**src/rtl/i2cra_pkg.sv**
```systemverilog
// types and constants of the i2c register access master
package i2cra_pkg;

   localparam int unsigned SLAVE_ADDRESS_W = 7;
   localparam int unsigned ACK_TIMEOUT_W   = 8;
   localparam int unsigned BYTE_W          = 8;
   localparam int unsigned MODE_W          = 2;
   localparam int unsigned CSR_DATA_W      = 8;
   localparam int unsigned CSR_INDEX_W     = 1;
   localparam int unsigned REQ_DATA_W      = 24;
   localparam int unsigned RSP_DATA_W      = 16;

   localparam logic [SLAVE_ADDRESS_W-1:0] SLAVE_ADDRESS_RESET = 7'd104;
   localparam logic [ACK_TIMEOUT_W-1:0]   ACK_TIMEOUT_RESET   = 8'd250;

   localparam logic [MODE_W-1:0] MODE_WRITE = 2'd1;
   localparam logic [MODE_W-1:0] MODE_READ  = 2'd2;

   localparam logic [CSR_INDEX_W-1:0] CSR_SLAVE_ADDRESS = 1'd0;
   localparam logic [CSR_INDEX_W-1:0] CSR_ACK_TIMEOUT   = 1'd1;

   typedef enum logic [1:0] {
      CMD_TICK,
      CMD_WRITE,
      CMD_READ
   } cmd_kind_type;

   // one classified request waiting for the bus engine
   typedef struct packed {
      cmd_kind_type          kind;
      logic                  sda_in;
      logic [BYTE_W-1:0]     reg_address;
      logic [BYTE_W-1:0]     write_value;
   } cmd_type;

   // result fields, declared high to low so scl_level lands in bit 0
   typedef struct packed {
      logic              rejected;
      logic [BYTE_W-1:0] read_byte;
      logic              nack_error;
      logic              done_res;
      logic              busy_res;
      logic              sda_drive;
      logic              sda_level;
      logic              scl_level;
   } result_type;

endpackage

```
**src/rtl/i2c_register_access_master.sv**
```systemverilog
// I2C register access master: every request is one bus phase tick and yields exactly one
// response with the line levels for that tick. A tick request in idle with mode 1 (write)
// or mode 2 (read) starts a single-register transaction against the slave address
// register; requests of those modes while busy are flagged rejected and act as plain
// ticks. One request per clock is sustained while the response port does not stall: a queue
// of QUEUE_DEPTH entries sits between the request port and the phase sequencer, and the
// sequencer advances one tick per clock into a response register, so a request passes
// through the queue and then the response register. Configuration writes belong in idle
// periods.
module i2c_register_access_master #(
   parameter int unsigned QUEUE_DEPTH = 4
) (
   input  logic                                  clock,
   input  logic                                  reset,
   input  logic                                  req_tvalid,
   output logic                                  req_tready,
   // [0] sda_in, [8:1] reg_address, [16:9] write_value, rest zero
   input  logic [i2cra_pkg::REQ_DATA_W-1:0]      req_tdata,
   // [1:0] mode
   input  logic [i2cra_pkg::MODE_W-1:0]          req_tuser,
   output logic                                  rsp_tvalid,
   input  logic                                  rsp_tready,
   // [0] scl_level, [1] sda_level, [2] sda_drive, [3] busy_res, [4] done_res,
   // [5] nack_error, [13:6] read_byte, [14] rejected, [15] zero
   output logic [i2cra_pkg::RSP_DATA_W-1:0]      rsp_tdata,
   input  logic                                  csr_we,
   input  logic [i2cra_pkg::CSR_INDEX_W-1:0]     csr_index,
   input  logic [i2cra_pkg::CSR_DATA_W-1:0]      csr_wdata
);

   logic                  cmd_valid;
   logic                  cmd_pop;
   i2cra_pkg::cmd_type    cmd;
   i2cra_pkg::result_type rsp_result;

   i2cra_front #(
      .DEPTH (QUEUE_DEPTH)
   ) u_front (
      .clock       (clock),
      .reset       (reset),
      .push_valid  (req_tvalid),
      .push_ready  (req_tready),
      .mode        (req_tuser),
      .sda_in      (req_tdata[0]),
      .reg_address (req_tdata[8:1]),
      .write_value (req_tdata[16:9]),
      .cmd_valid   (cmd_valid),
      .cmd         (cmd),
      .cmd_pop     (cmd_pop)
   );

   i2cra_engine u_engine (
      .clock      (clock),
      .reset      (reset),
      .csr_we     (csr_we),
      .csr_index  (csr_index),
      .csr_wdata  (csr_wdata),
      .cmd_valid  (cmd_valid),
      .cmd        (cmd),
      .cmd_pop    (cmd_pop),
      .rsp_valid  (rsp_tvalid),
      .rsp_result (rsp_result),
      .rsp_ready  (rsp_tready)
   );

   assign rsp_tdata = {1'b0, rsp_result};

endmodule

```
**src/rtl/i2cra_front.sv**
```systemverilog
// request classifier and command queue in front of the bus engine
module i2cra_front #(
   parameter int unsigned DEPTH = 4
) (
   input  logic                         clock,
   input  logic                         reset,
   input  logic                         push_valid,
   output logic                         push_ready,
   input  logic [i2cra_pkg::MODE_W-1:0] mode,
   input  logic                         sda_in,
   input  logic [i2cra_pkg::BYTE_W-1:0] reg_address,
   input  logic [i2cra_pkg::BYTE_W-1:0] write_value,
   output logic                         cmd_valid,
   output i2cra_pkg::cmd_type           cmd,
   input  logic                         cmd_pop
);

   localparam int unsigned PTR_W = (DEPTH > 1) ? $clog2(DEPTH) : 1;
   localparam int unsigned CNT_W = $clog2(DEPTH + 1);
   localparam logic [PTR_W-1:0] LAST_PTR = PTR_W'(DEPTH - 1);
   localparam logic [CNT_W-1:0] FULL_CNT = CNT_W'(DEPTH);

   i2cra_pkg::cmd_type entries_ff [DEPTH];
   logic [PTR_W-1:0]   wr_ptr_ff, wr_ptr_in;
   logic [PTR_W-1:0]   rd_ptr_ff, rd_ptr_in;
   logic [CNT_W-1:0]   count_ff, count_in;
   i2cra_pkg::cmd_type new_cmd;
   logic               push, pop;

   always_comb begin
      new_cmd.sda_in      = sda_in;
      new_cmd.reg_address = reg_address;
      new_cmd.write_value = write_value;
      case (mode)
         i2cra_pkg::MODE_WRITE: new_cmd.kind = i2cra_pkg::CMD_WRITE;
         i2cra_pkg::MODE_READ:  new_cmd.kind = i2cra_pkg::CMD_READ;
         default:               new_cmd.kind = i2cra_pkg::CMD_TICK;
      endcase
   end

   assign push_ready = (count_ff != FULL_CNT);
   assign cmd_valid  = (count_ff != '0);
   assign cmd        = entries_ff[rd_ptr_ff];
   assign push       = push_valid && push_ready;
   assign pop        = cmd_pop && cmd_valid;

   always_comb begin
      wr_ptr_in = wr_ptr_ff;
      rd_ptr_in = rd_ptr_ff;
      count_in  = count_ff;
      if (push) begin
         wr_ptr_in = (wr_ptr_ff == LAST_PTR) ? '0 : wr_ptr_ff + 1'b1;
      end
      if (pop) begin
         rd_ptr_in = (rd_ptr_ff == LAST_PTR) ? '0 : rd_ptr_ff + 1'b1;
      end
      if (push && !pop) begin
         count_in = count_ff + 1'b1;
      end else if (pop && !push) begin
         count_in = count_ff - 1'b1;
      end
   end

   always_ff @(posedge clock) begin
      if (reset) begin
         wr_ptr_ff <= '0;
         rd_ptr_ff <= '0;
         count_ff  <= '0;
      end else begin
         wr_ptr_ff <= wr_ptr_in;
         rd_ptr_ff <= rd_ptr_in;
         count_ff  <= count_in;
      end
   end

   always_ff @(posedge clock) begin
      if (push) begin
         entries_ff[wr_ptr_ff] <= new_cmd;
      end
   end

endmodule

```
**src/rtl/i2cra_engine.sv**
```systemverilog
// bus phase sequencer with configuration registers and result register
module i2cra_engine (
   input  logic                              clock,
   input  logic                              reset,
   input  logic                              csr_we,
   input  logic [i2cra_pkg::CSR_INDEX_W-1:0] csr_index,
   input  logic [i2cra_pkg::CSR_DATA_W-1:0]  csr_wdata,
   input  logic                              cmd_valid,
   input  i2cra_pkg::cmd_type                cmd,
   output logic                              cmd_pop,
   output logic                              rsp_valid,
   output i2cra_pkg::result_type             rsp_result,
   input  logic                              rsp_ready
);

   typedef enum logic [4:0] {
      PH_IDLE, PH_ST_A, PH_ST_B, PH_ST_C,
      PH_TX_SET, PH_TX_HIGH, PH_TX_LOW,
      PH_ACK_REL, PH_ACK_WAIT,
      PH_RX_LOW, PH_RX_HIGH,
      PH_NK_SET, PH_NK_HIGH, PH_NK_LOW,
      PH_SP_A, PH_SP_B, PH_SP_C
   } phase_type;

   typedef enum logic [2:0] {
      STG_ADDR_W, STG_REG, STG_VALUE, STG_ADDR_R, STG_RECV
   } stage_type;

   localparam logic [3:0] BITS_PER_BYTE = 4'd8;

   phase_type  phase_ff, phase_in;
   stage_type  stage_ff, stage_in;
   logic [3:0] bit_count_ff, bit_count_in;
   logic [7:0] shift_byte_ff, shift_byte_in;
   logic [7:0] wait_count_ff, wait_count_in;
   logic [7:0] captured_byte_ff, captured_byte_in;
   logic       is_read_ff, is_read_in;
   logic       fault_ff, fault_in;
   logic [7:0] latched_address_ff, latched_address_in;
   logic [7:0] latched_value_ff, latched_value_in;
   logic [i2cra_pkg::SLAVE_ADDRESS_W-1:0] slave_address_ff, slave_address_in;
   logic [i2cra_pkg::ACK_TIMEOUT_W-1:0]   ack_timeout_ff, ack_timeout_in;
   logic                  rsp_valid_ff, rsp_valid_in;
   i2cra_pkg::result_type rsp_result_ff, rsp_result_in;

   i2cra_pkg::result_type res;
   phase_type             cur_phase;
   logic                  is_request;
   logic                  pop;
   logic [3:0]            bit_next;
   logic [7:0]            rx_byte;
   logic [7:0]            addr_w;

   // the result register frees up in the same cycle it is taken
   assign pop       = cmd_valid && (!rsp_valid_ff || rsp_ready);
   assign cmd_pop   = pop;
   assign rsp_valid  = rsp_valid_ff;
   assign rsp_result = rsp_result_ff;

   always_comb begin
      slave_address_in = slave_address_ff;
      ack_timeout_in   = ack_timeout_ff;
      if (csr_we) begin
         case (csr_index)
            i2cra_pkg::CSR_SLAVE_ADDRESS:
               slave_address_in = csr_wdata[i2cra_pkg::SLAVE_ADDRESS_W-1:0];
            i2cra_pkg::CSR_ACK_TIMEOUT:
               ack_timeout_in = csr_wdata[i2cra_pkg::ACK_TIMEOUT_W-1:0];
            default: ;
         endcase
      end
   end

   always_comb begin
      phase_in           = phase_ff;
      stage_in           = stage_ff;
      bit_count_in       = bit_count_ff;
      shift_byte_in      = shift_byte_ff;
      wait_count_in      = wait_count_ff;
      captured_byte_in   = captured_byte_ff;
      is_read_in         = is_read_ff;
      fault_in           = fault_ff;
      latched_address_in = latched_address_ff;
      latched_value_in   = latched_value_ff;
      res                = '0;
      res.scl_level      = 1'b1;
      res.sda_level      = 1'b1;
      res.sda_drive      = 1'b1;
      res.busy_res       = 1'b1;
      cur_phase          = phase_ff;
      is_request         = (cmd.kind != i2cra_pkg::CMD_TICK);
      bit_next           = bit_count_ff + 4'd1;
      rx_byte            = {shift_byte_ff[6:0], cmd.sda_in};
      addr_w             = {slave_address_ff, 1'b0};

      if (pop) begin
         // a request in idle already is the first start tick
         if (phase_ff == PH_IDLE) begin
            if (is_request) begin
               is_read_in         = (cmd.kind == i2cra_pkg::CMD_READ);
               latched_address_in = cmd.reg_address;
               latched_value_in   = cmd.write_value;
               captured_byte_in   = '0;
               fault_in           = 1'b0;
               stage_in           = STG_ADDR_W;
               cur_phase          = PH_ST_A;
            end
         end else if (is_request) begin
            res.rejected = 1'b1;
         end

         case (cur_phase)
            PH_ST_A: begin
               phase_in = PH_ST_B;
            end
            PH_ST_B: begin
               res.sda_level = 1'b0;
               phase_in      = PH_ST_C;
            end
            PH_ST_C: begin
               res.scl_level = 1'b0;
               res.sda_level = 1'b0;
               bit_count_in  = '0;
               phase_in      = PH_TX_SET;
               if (stage_ff == STG_ADDR_R) begin
                  shift_byte_in = addr_w | 8'h01;
                  stage_in      = STG_ADDR_R;
               end else begin
                  shift_byte_in = addr_w;
                  stage_in      = STG_ADDR_W;
               end
            end
            PH_TX_SET: begin
               res.scl_level = 1'b0;
               res.sda_level = shift_byte_ff[7];
               phase_in      = PH_TX_HIGH;
            end
            PH_TX_HIGH: begin
               res.sda_level = shift_byte_ff[7];
               phase_in      = PH_TX_LOW;
            end
            PH_TX_LOW: begin
               res.scl_level = 1'b0;
               res.sda_level = shift_byte_ff[7];
               shift_byte_in = {shift_byte_ff[6:0], 1'b0};
               bit_count_in  = bit_next;
               phase_in      = (bit_next >= BITS_PER_BYTE) ? PH_ACK_REL : PH_TX_SET;
            end
            PH_ACK_REL: begin
               res.scl_level = 1'b0;
               res.sda_level = 1'b0;
               res.sda_drive = 1'b0;
               wait_count_in = '0;
               phase_in      = PH_ACK_WAIT;
            end
            PH_ACK_WAIT: begin
               res.sda_level = 1'b0;
               res.sda_drive = 1'b0;
               if (!cmd.sda_in) begin
                  case (stage_ff)
                     STG_ADDR_W: begin
                        shift_byte_in = latched_address_ff;
                        bit_count_in  = '0;
                        stage_in      = STG_REG;
                        phase_in      = PH_TX_SET;
                     end
                     STG_REG: begin
                        if (is_read_ff) begin
                           phase_in = PH_SP_A;
                        end else begin
                           shift_byte_in = latched_value_ff;
                           bit_count_in  = '0;
                           stage_in      = STG_VALUE;
                           phase_in      = PH_TX_SET;
                        end
                     end
                     STG_ADDR_R: begin
                        stage_in      = STG_RECV;
                        bit_count_in  = '0;
                        shift_byte_in = '0;
                        phase_in      = PH_RX_LOW;
                     end
                     default: begin
                        phase_in = PH_SP_A;
                     end
                  endcase
               end else if (wait_count_ff >= ack_timeout_ff) begin
                  fault_in = 1'b1;
                  phase_in = PH_SP_A;
               end else begin
                  wait_count_in = wait_count_ff + 8'd1;
               end
            end
            PH_RX_LOW: begin
               res.scl_level = 1'b0;
               res.sda_level = 1'b0;
               res.sda_drive = 1'b0;
               phase_in      = PH_RX_HIGH;
            end
            PH_RX_HIGH: begin
               res.sda_level = 1'b0;
               res.sda_drive = 1'b0;
               shift_byte_in = rx_byte;
               bit_count_in  = bit_next;
               if (bit_next >= BITS_PER_BYTE) begin
                  captured_byte_in = rx_byte;
                  phase_in         = PH_NK_SET;
               end else begin
                  phase_in = PH_RX_LOW;
               end
            end
            PH_NK_SET: begin
               res.scl_level = 1'b0;
               phase_in      = PH_NK_HIGH;
            end
            PH_NK_HIGH: begin
               phase_in = PH_NK_LOW;
            end
            PH_NK_LOW: begin
               res.scl_level = 1'b0;
               phase_in      = PH_SP_A;
            end
            PH_SP_A: begin
               res.scl_level = 1'b0;
               res.sda_level = 1'b0;
               phase_in      = PH_SP_B;
            end
            PH_SP_B: begin
               res.sda_level = 1'b0;
               phase_in      = PH_SP_C;
            end
            PH_SP_C: begin
               // a read turns around with a stop and a new start after the register address
               if (!fault_ff && is_read_ff && stage_ff == STG_REG) begin
                  stage_in = STG_ADDR_R;
                  phase_in = PH_ST_A;
               end else begin
                  res.done_res   = 1'b1;
                  res.nack_error = fault_ff;
                  res.read_byte  = (is_read_ff && !fault_ff) ? captured_byte_ff : '0;
                  if (fault_ff) begin
                     captured_byte_in = '0;
                  end
                  phase_in = PH_IDLE;
               end
            end
            default: begin
               res.busy_res = 1'b0;
               phase_in     = PH_IDLE;
            end
         endcase
      end
   end

   always_comb begin
      rsp_valid_in  = rsp_valid_ff;
      rsp_result_in = rsp_result_ff;
      if (pop) begin
         rsp_valid_in  = 1'b1;
         rsp_result_in = res;
      end else if (rsp_ready) begin
         rsp_valid_in = 1'b0;
      end
   end

   always_ff @(posedge clock) begin
      if (reset) begin
         phase_ff           <= PH_IDLE;
         stage_ff           <= STG_ADDR_W;
         bit_count_ff       <= '0;
         shift_byte_ff      <= '0;
         wait_count_ff      <= '0;
         captured_byte_ff   <= '0;
         is_read_ff         <= 1'b0;
         fault_ff           <= 1'b0;
         latched_address_ff <= '0;
         latched_value_ff   <= '0;
         slave_address_ff   <= i2cra_pkg::SLAVE_ADDRESS_RESET;
         ack_timeout_ff     <= i2cra_pkg::ACK_TIMEOUT_RESET;
         rsp_valid_ff       <= 1'b0;
      end else begin
         phase_ff           <= phase_in;
         stage_ff           <= stage_in;
         bit_count_ff       <= bit_count_in;
         shift_byte_ff      <= shift_byte_in;
         wait_count_ff      <= wait_count_in;
         captured_byte_ff   <= captured_byte_in;
         is_read_ff         <= is_read_in;
         fault_ff           <= fault_in;
         latched_address_ff <= latched_address_in;
         latched_value_ff   <= latched_value_in;
         slave_address_ff   <= slave_address_in;
         ack_timeout_ff     <= ack_timeout_in;
         rsp_valid_ff       <= rsp_valid_in;
      end
      rsp_result_ff <= rsp_result_in;
   end

endmodule

```
**config.mk**
```make
export PLATFORM = sky130hd
export DESIGN_NAME = i2c_register_access_master
export DESIGN_NICKNAME = d
export VERILOG_FILES = /design/src/rtl/i2cra_pkg.sv /design/src/rtl/i2c_register_access_master.sv /design/src/rtl/i2cra_front.sv /design/src/rtl/i2cra_engine.sv
export SDC_FILE = /design/constraint.sdc
export NUM_CORES = 1
export LEC_CHECK = 0
export BUFFER_PORTS_ARGS = -buffer_cell sky130_fd_sc_hd__buf_4
export CORE_UTILIZATION = 45
export CTS_BUF_LIST = sky130_fd_sc_hd__clkbuf_4
export DETAILED_ROUTE_END_ITERATION = 10
export MAX_ROUTING_LAYER = met4
export SETUP_SLACK_MARGIN = 0.5
export SYNTH_ARGS = -nofsm -noshare
export SYNTH_HDL_FRONTEND = slang
export SYNTH_SLANG_ARGS = --single-unit
```
**constraint.sdc**
```tcl
create_clock -name clock -period 2.79 [get_ports clock]
set_input_delay 0.279 -clock clock [delete_from_list [all_inputs] [get_ports clock]]
set_output_delay 0.279 -clock clock [all_outputs]
set_load 0.01 [all_outputs]
```
==> impl_metrics.py <==
metrics = {
    "run_status": {
        "status": "complete, no violations",
    },
    "worst_setup_path": {
        "cp_slowest_cell": "mux4_2",
        "crit_type": "reg2reg",
        "arrival_ns": 2.84,
        "cp_cell_sequence": "mux4_2, or4_4, a221oi_4, buf_6, nor2_1, a211oi_2",
        "cp_num_buf_inv": 1,
        "start_kind": "flop",
        "worst-r2r-cell-count": 6,
        "r2r_setup_slack_ns": 0.43,
        "cp.required_ns": 3.27,
        "critPathMaxStageDelay_ns": 0.53,
        "crit_family": "compound AO/OA/AOI/OAI gates",
        "reg2reg_to": "u_engine.shift_byte_ff[3]$_SDFFE_PP0P_",
        "cp-end-kind": "flop",
        "cp_max_fo": 7,
    },
    "routing": {
        "drtAntennaViolNets": 0,
        "drc": 0,
        "firstDrtPassIters": 5,
        "vias": 5291,
        "wl_um": 15900,
        "drt-initial-drc-count": 350,
        "vias_per_cell": 5.49,
        "wl_per_cell_um": 16.5,
    },
    "yosys": {
        "postSynthAreaPerCell_sq_um": 11.8,
        "postSynthCellCount": 639,
        "synthDistinctLibCells": 63,
        "synth_top_area_cell": "edfxtp_1",
        "yosysWarnings": 0,
        "synthTopCellsByCount": "91 x edfxtp_1, 79 x dfxtp_1, 65 x nand2_1",
        "synth-edff-count": 91,
        "netlist.area_leader.share": 0.364,
        "syn-cell-area_sq_mm": 0.00751,
        "synthTopCellsByArea": "edfxtp_1 36%, dfxtp_1 21%, mux4_2 5.7%",
        "synth_most_common_cell": "edfxtp_1",
        "yosysSeqAreaShare": 0.574,
        "ys_seq_elements": 170,
        "syn_nets": 696,
        "synth_ff_type": "edfxtp_1",
        "async_flop_share": 0,
    },
    "floorplan": {
        "ios": 58,
        "initial_utilization": 0.466,
        "die_w_um": 131,
        "fp.dieArea_sq_mm": 0.0172,
        "rows": 46,
        "die-height_um": 131,
        "core_region_area_sq_mm": 0.0161,
    },
    "sta": {
        "rsz0062_at_grt": "true",
        "worst_slew_margin_rel": 0.491,
        "fin_worst_skew_ns": 0.0208,
        "setup_ws_ns": 0.429,
        "whs_ns": 0.0539,
        "hold_viol_final": 0,
        "setup_viol": 0,
        "period_needed_ns": 2.36,
        "fin_crit_sh": 0.846,
        "fmax_mhz": 423,
        "tightest_slew_ns": 0.762,
        "tns_ns": 0,
        "finalMaxSlewViolations": 0,
    },
    "clock_network": {
        "path_clk_slew_ns": 0.15,
        "numClockSinks": 170,
        "htree_levels": 4,
        "cts.path.max_buffers": 2,
        "cts-root-buf": "clkbuf_4",
        "cts_tree": "done",
        "clk_latency_ns": 0.56,
        "cts_buffers": 17,
    },
    "global_route": {
        "top_usage_layer": "met2",
        "global_route.usage.met3": 0.0413,
        "grt_pass1_wl_um": 25900,
        "met1_usage": 0.231,
        "grt_overflow_total": 0,
        "grt_use_total": 0.198,
        "use_met2": 0.342,
        "grt_pass1_vias": 5250,
        "grt_max_degree": 37,
        "grt_antenna_before_repair": 1,
    },
    "power_and_ir_drop": {
        "irDropWorstVdd_v": 0.000565,
        "total_power_mw": 7.94,
        "powerDensity_mw_per_mm2": 888,
        "p_leak_nw": 3.22,
    },
    "worst_hold_path": {
        "hold_path_end": "u_engine.ack_timeout_ff[0]$_SDFFE_PP0P_",
        "whs_path_depth": 3,
        "hold_start": "csr_index",
        "min_path_type": "in2reg",
    },
    "cells_and_area": {
        "final_core_util": 0.555,
        "drive_above_1_share": 0.229,
        "nFillCells": 1420,
        "syn_to_final_growth_pct": 19.0,
        "finish.net_count": 791,
    },
    "placement": {
        "globalplace.congestion": 0.895,
        "pre_cts_slack_ns": 0.312,
        "place_hpwl_um": 10500,
        "portBuffers": 49,
    },
    "flow_run": {
        "cap_violations": 0,
    },
}
-- worst register-to-register path, delay by kind of cell, from the launching register on --
| kind | cells | cell delay (ns) |
|---|---|---|
| AOI/OAI and AO/OA | 2 | 0.62 |
| DFF | 1 | 0.38 |
| buffers and inverters | 1 | 0.19 |
| muxes | 1 | 0.53 |
| and+or+nand+nor | 2 | 0.58 |
-- worst max-delay path by stage --
stage,depth (start not counted),endpoint,from
floorplan,7,u_engine.shift_byte_ff[0]$_SDFFE_PP0P_,flop
global placement,6,u_engine.shift_byte_ff[6]$_SDFFE_PP0P_,flop
detailed placement,6,u_engine.shift_byte_ff[3]$_SDFFE_PP0P_,flop
CTS,6,u_engine.shift_byte_ff[3]$_SDFFE_PP0P_,flop
global route,6,u_engine.shift_byte_ff[5]$_SDFFE_PP0P_,flop
finish,6,u_engine.shift_byte_ff[3]$_SDFFE_PP0P_,flop
-- metrics by stage --
step	cells	instance area, sq um
after floorplan	639	7520
after global placement	891	8180
after detailed placement	891	8180
after CTS	958	8840
after global routing	964	8940
final	964	8940
-- cells by family after synthesis --
kind of cell | synth area share
AO/OA/AOI/OAI | 0.137
XOR/XNOR | 0.00699
adder cells (fa/ha/maj) | 0.0293
buffers and inverters | 0.0340
flip-flops | 0.574
multiplexers | 0.0729
other | 0.000499
AND/OR/NAND/NOR | 0.145
-- timing repair --
item                                    in CTS  in global routing
endpoints found under the setup margin      18                 38
pin swaps                                    1                  2
endpoints found under the hold margin       87                  0
gates cloned                                 0                  1
hold buffers                                29                  0
gates resized for setup                     11                 18
setup buffers                                6                  4
-- metal layers --
metal | wire length [um] | vias up
li1 | - | 2578
met1 | 6960 | 2579
met2 | 8220 | 112
met3 | 489 | 22
met4 | 251 | 0
met5 | 0 | -
-- sequential cells by signal, summed over array words and instances (netlist names), 5 cells and up, named ones only --
register / cells
u_front.entries_ff: 76
u_engine.rsp_result: 15
u_engine.ack_timeout_ff: 8
u_engine.captured_byte_ff: 8
u_engine.latched_address_ff: 8
u_engine.latched_value_ff: 8
u_engine.shift_byte_ff: 8
u_engine.wait_count_ff: 8
u_engine.slave_address_ff: 7
u_engine.phase_ff: 5
-- where the power goes --
group          switching (mW)  internal (mW)  total [mW]
registers               0.302           3.13        3.43
logic                    1.69           1.37        3.06
clock network           0.895          0.553        1.45
total                    2.89           5.05        7.94
-- layout make-up --
class	instances	area, sq um	share of cell area
antenna	1	2.50	0.000280
clock buffer	17	128	0.0143
clock inverter	15	165	0.0185
inverter	17	67.6	0.00756
multi-input combinational	410	3010	0.337
sequential	170	4320	0.484
tap	216	270	0.0302
timing repair buffer	118	970	0.108
-- placed cells by master (no fill, tap or decap), types with 4 or more instances in the layout --
master	count
mux4_2	19
a211oi_1	6
ha_1	16
nor2b_1	12
buf_4	86
dlygate4sd3_1	29
a211oi_2	9
nor4bb_1	8
a21o_1	4
xor2_1	4
clkbuf_4	17
mux2i_1	12
nand2b_1	11
nor2_1	43
nand3_1	10
nand2_1	65
o21a_1	4
inv_1	16
and2_1	10
inv_8	4
nand4_1	4
nor3_1	7
edfxtp_1	91
a22o_1	7
a21oi_1	55
nor3b_1	4
a211o_1	9
dfxtp_1	75
and3_1	15
a221oi_1	8
o21ai_0	10
Power figures use the tool's default switching activity.
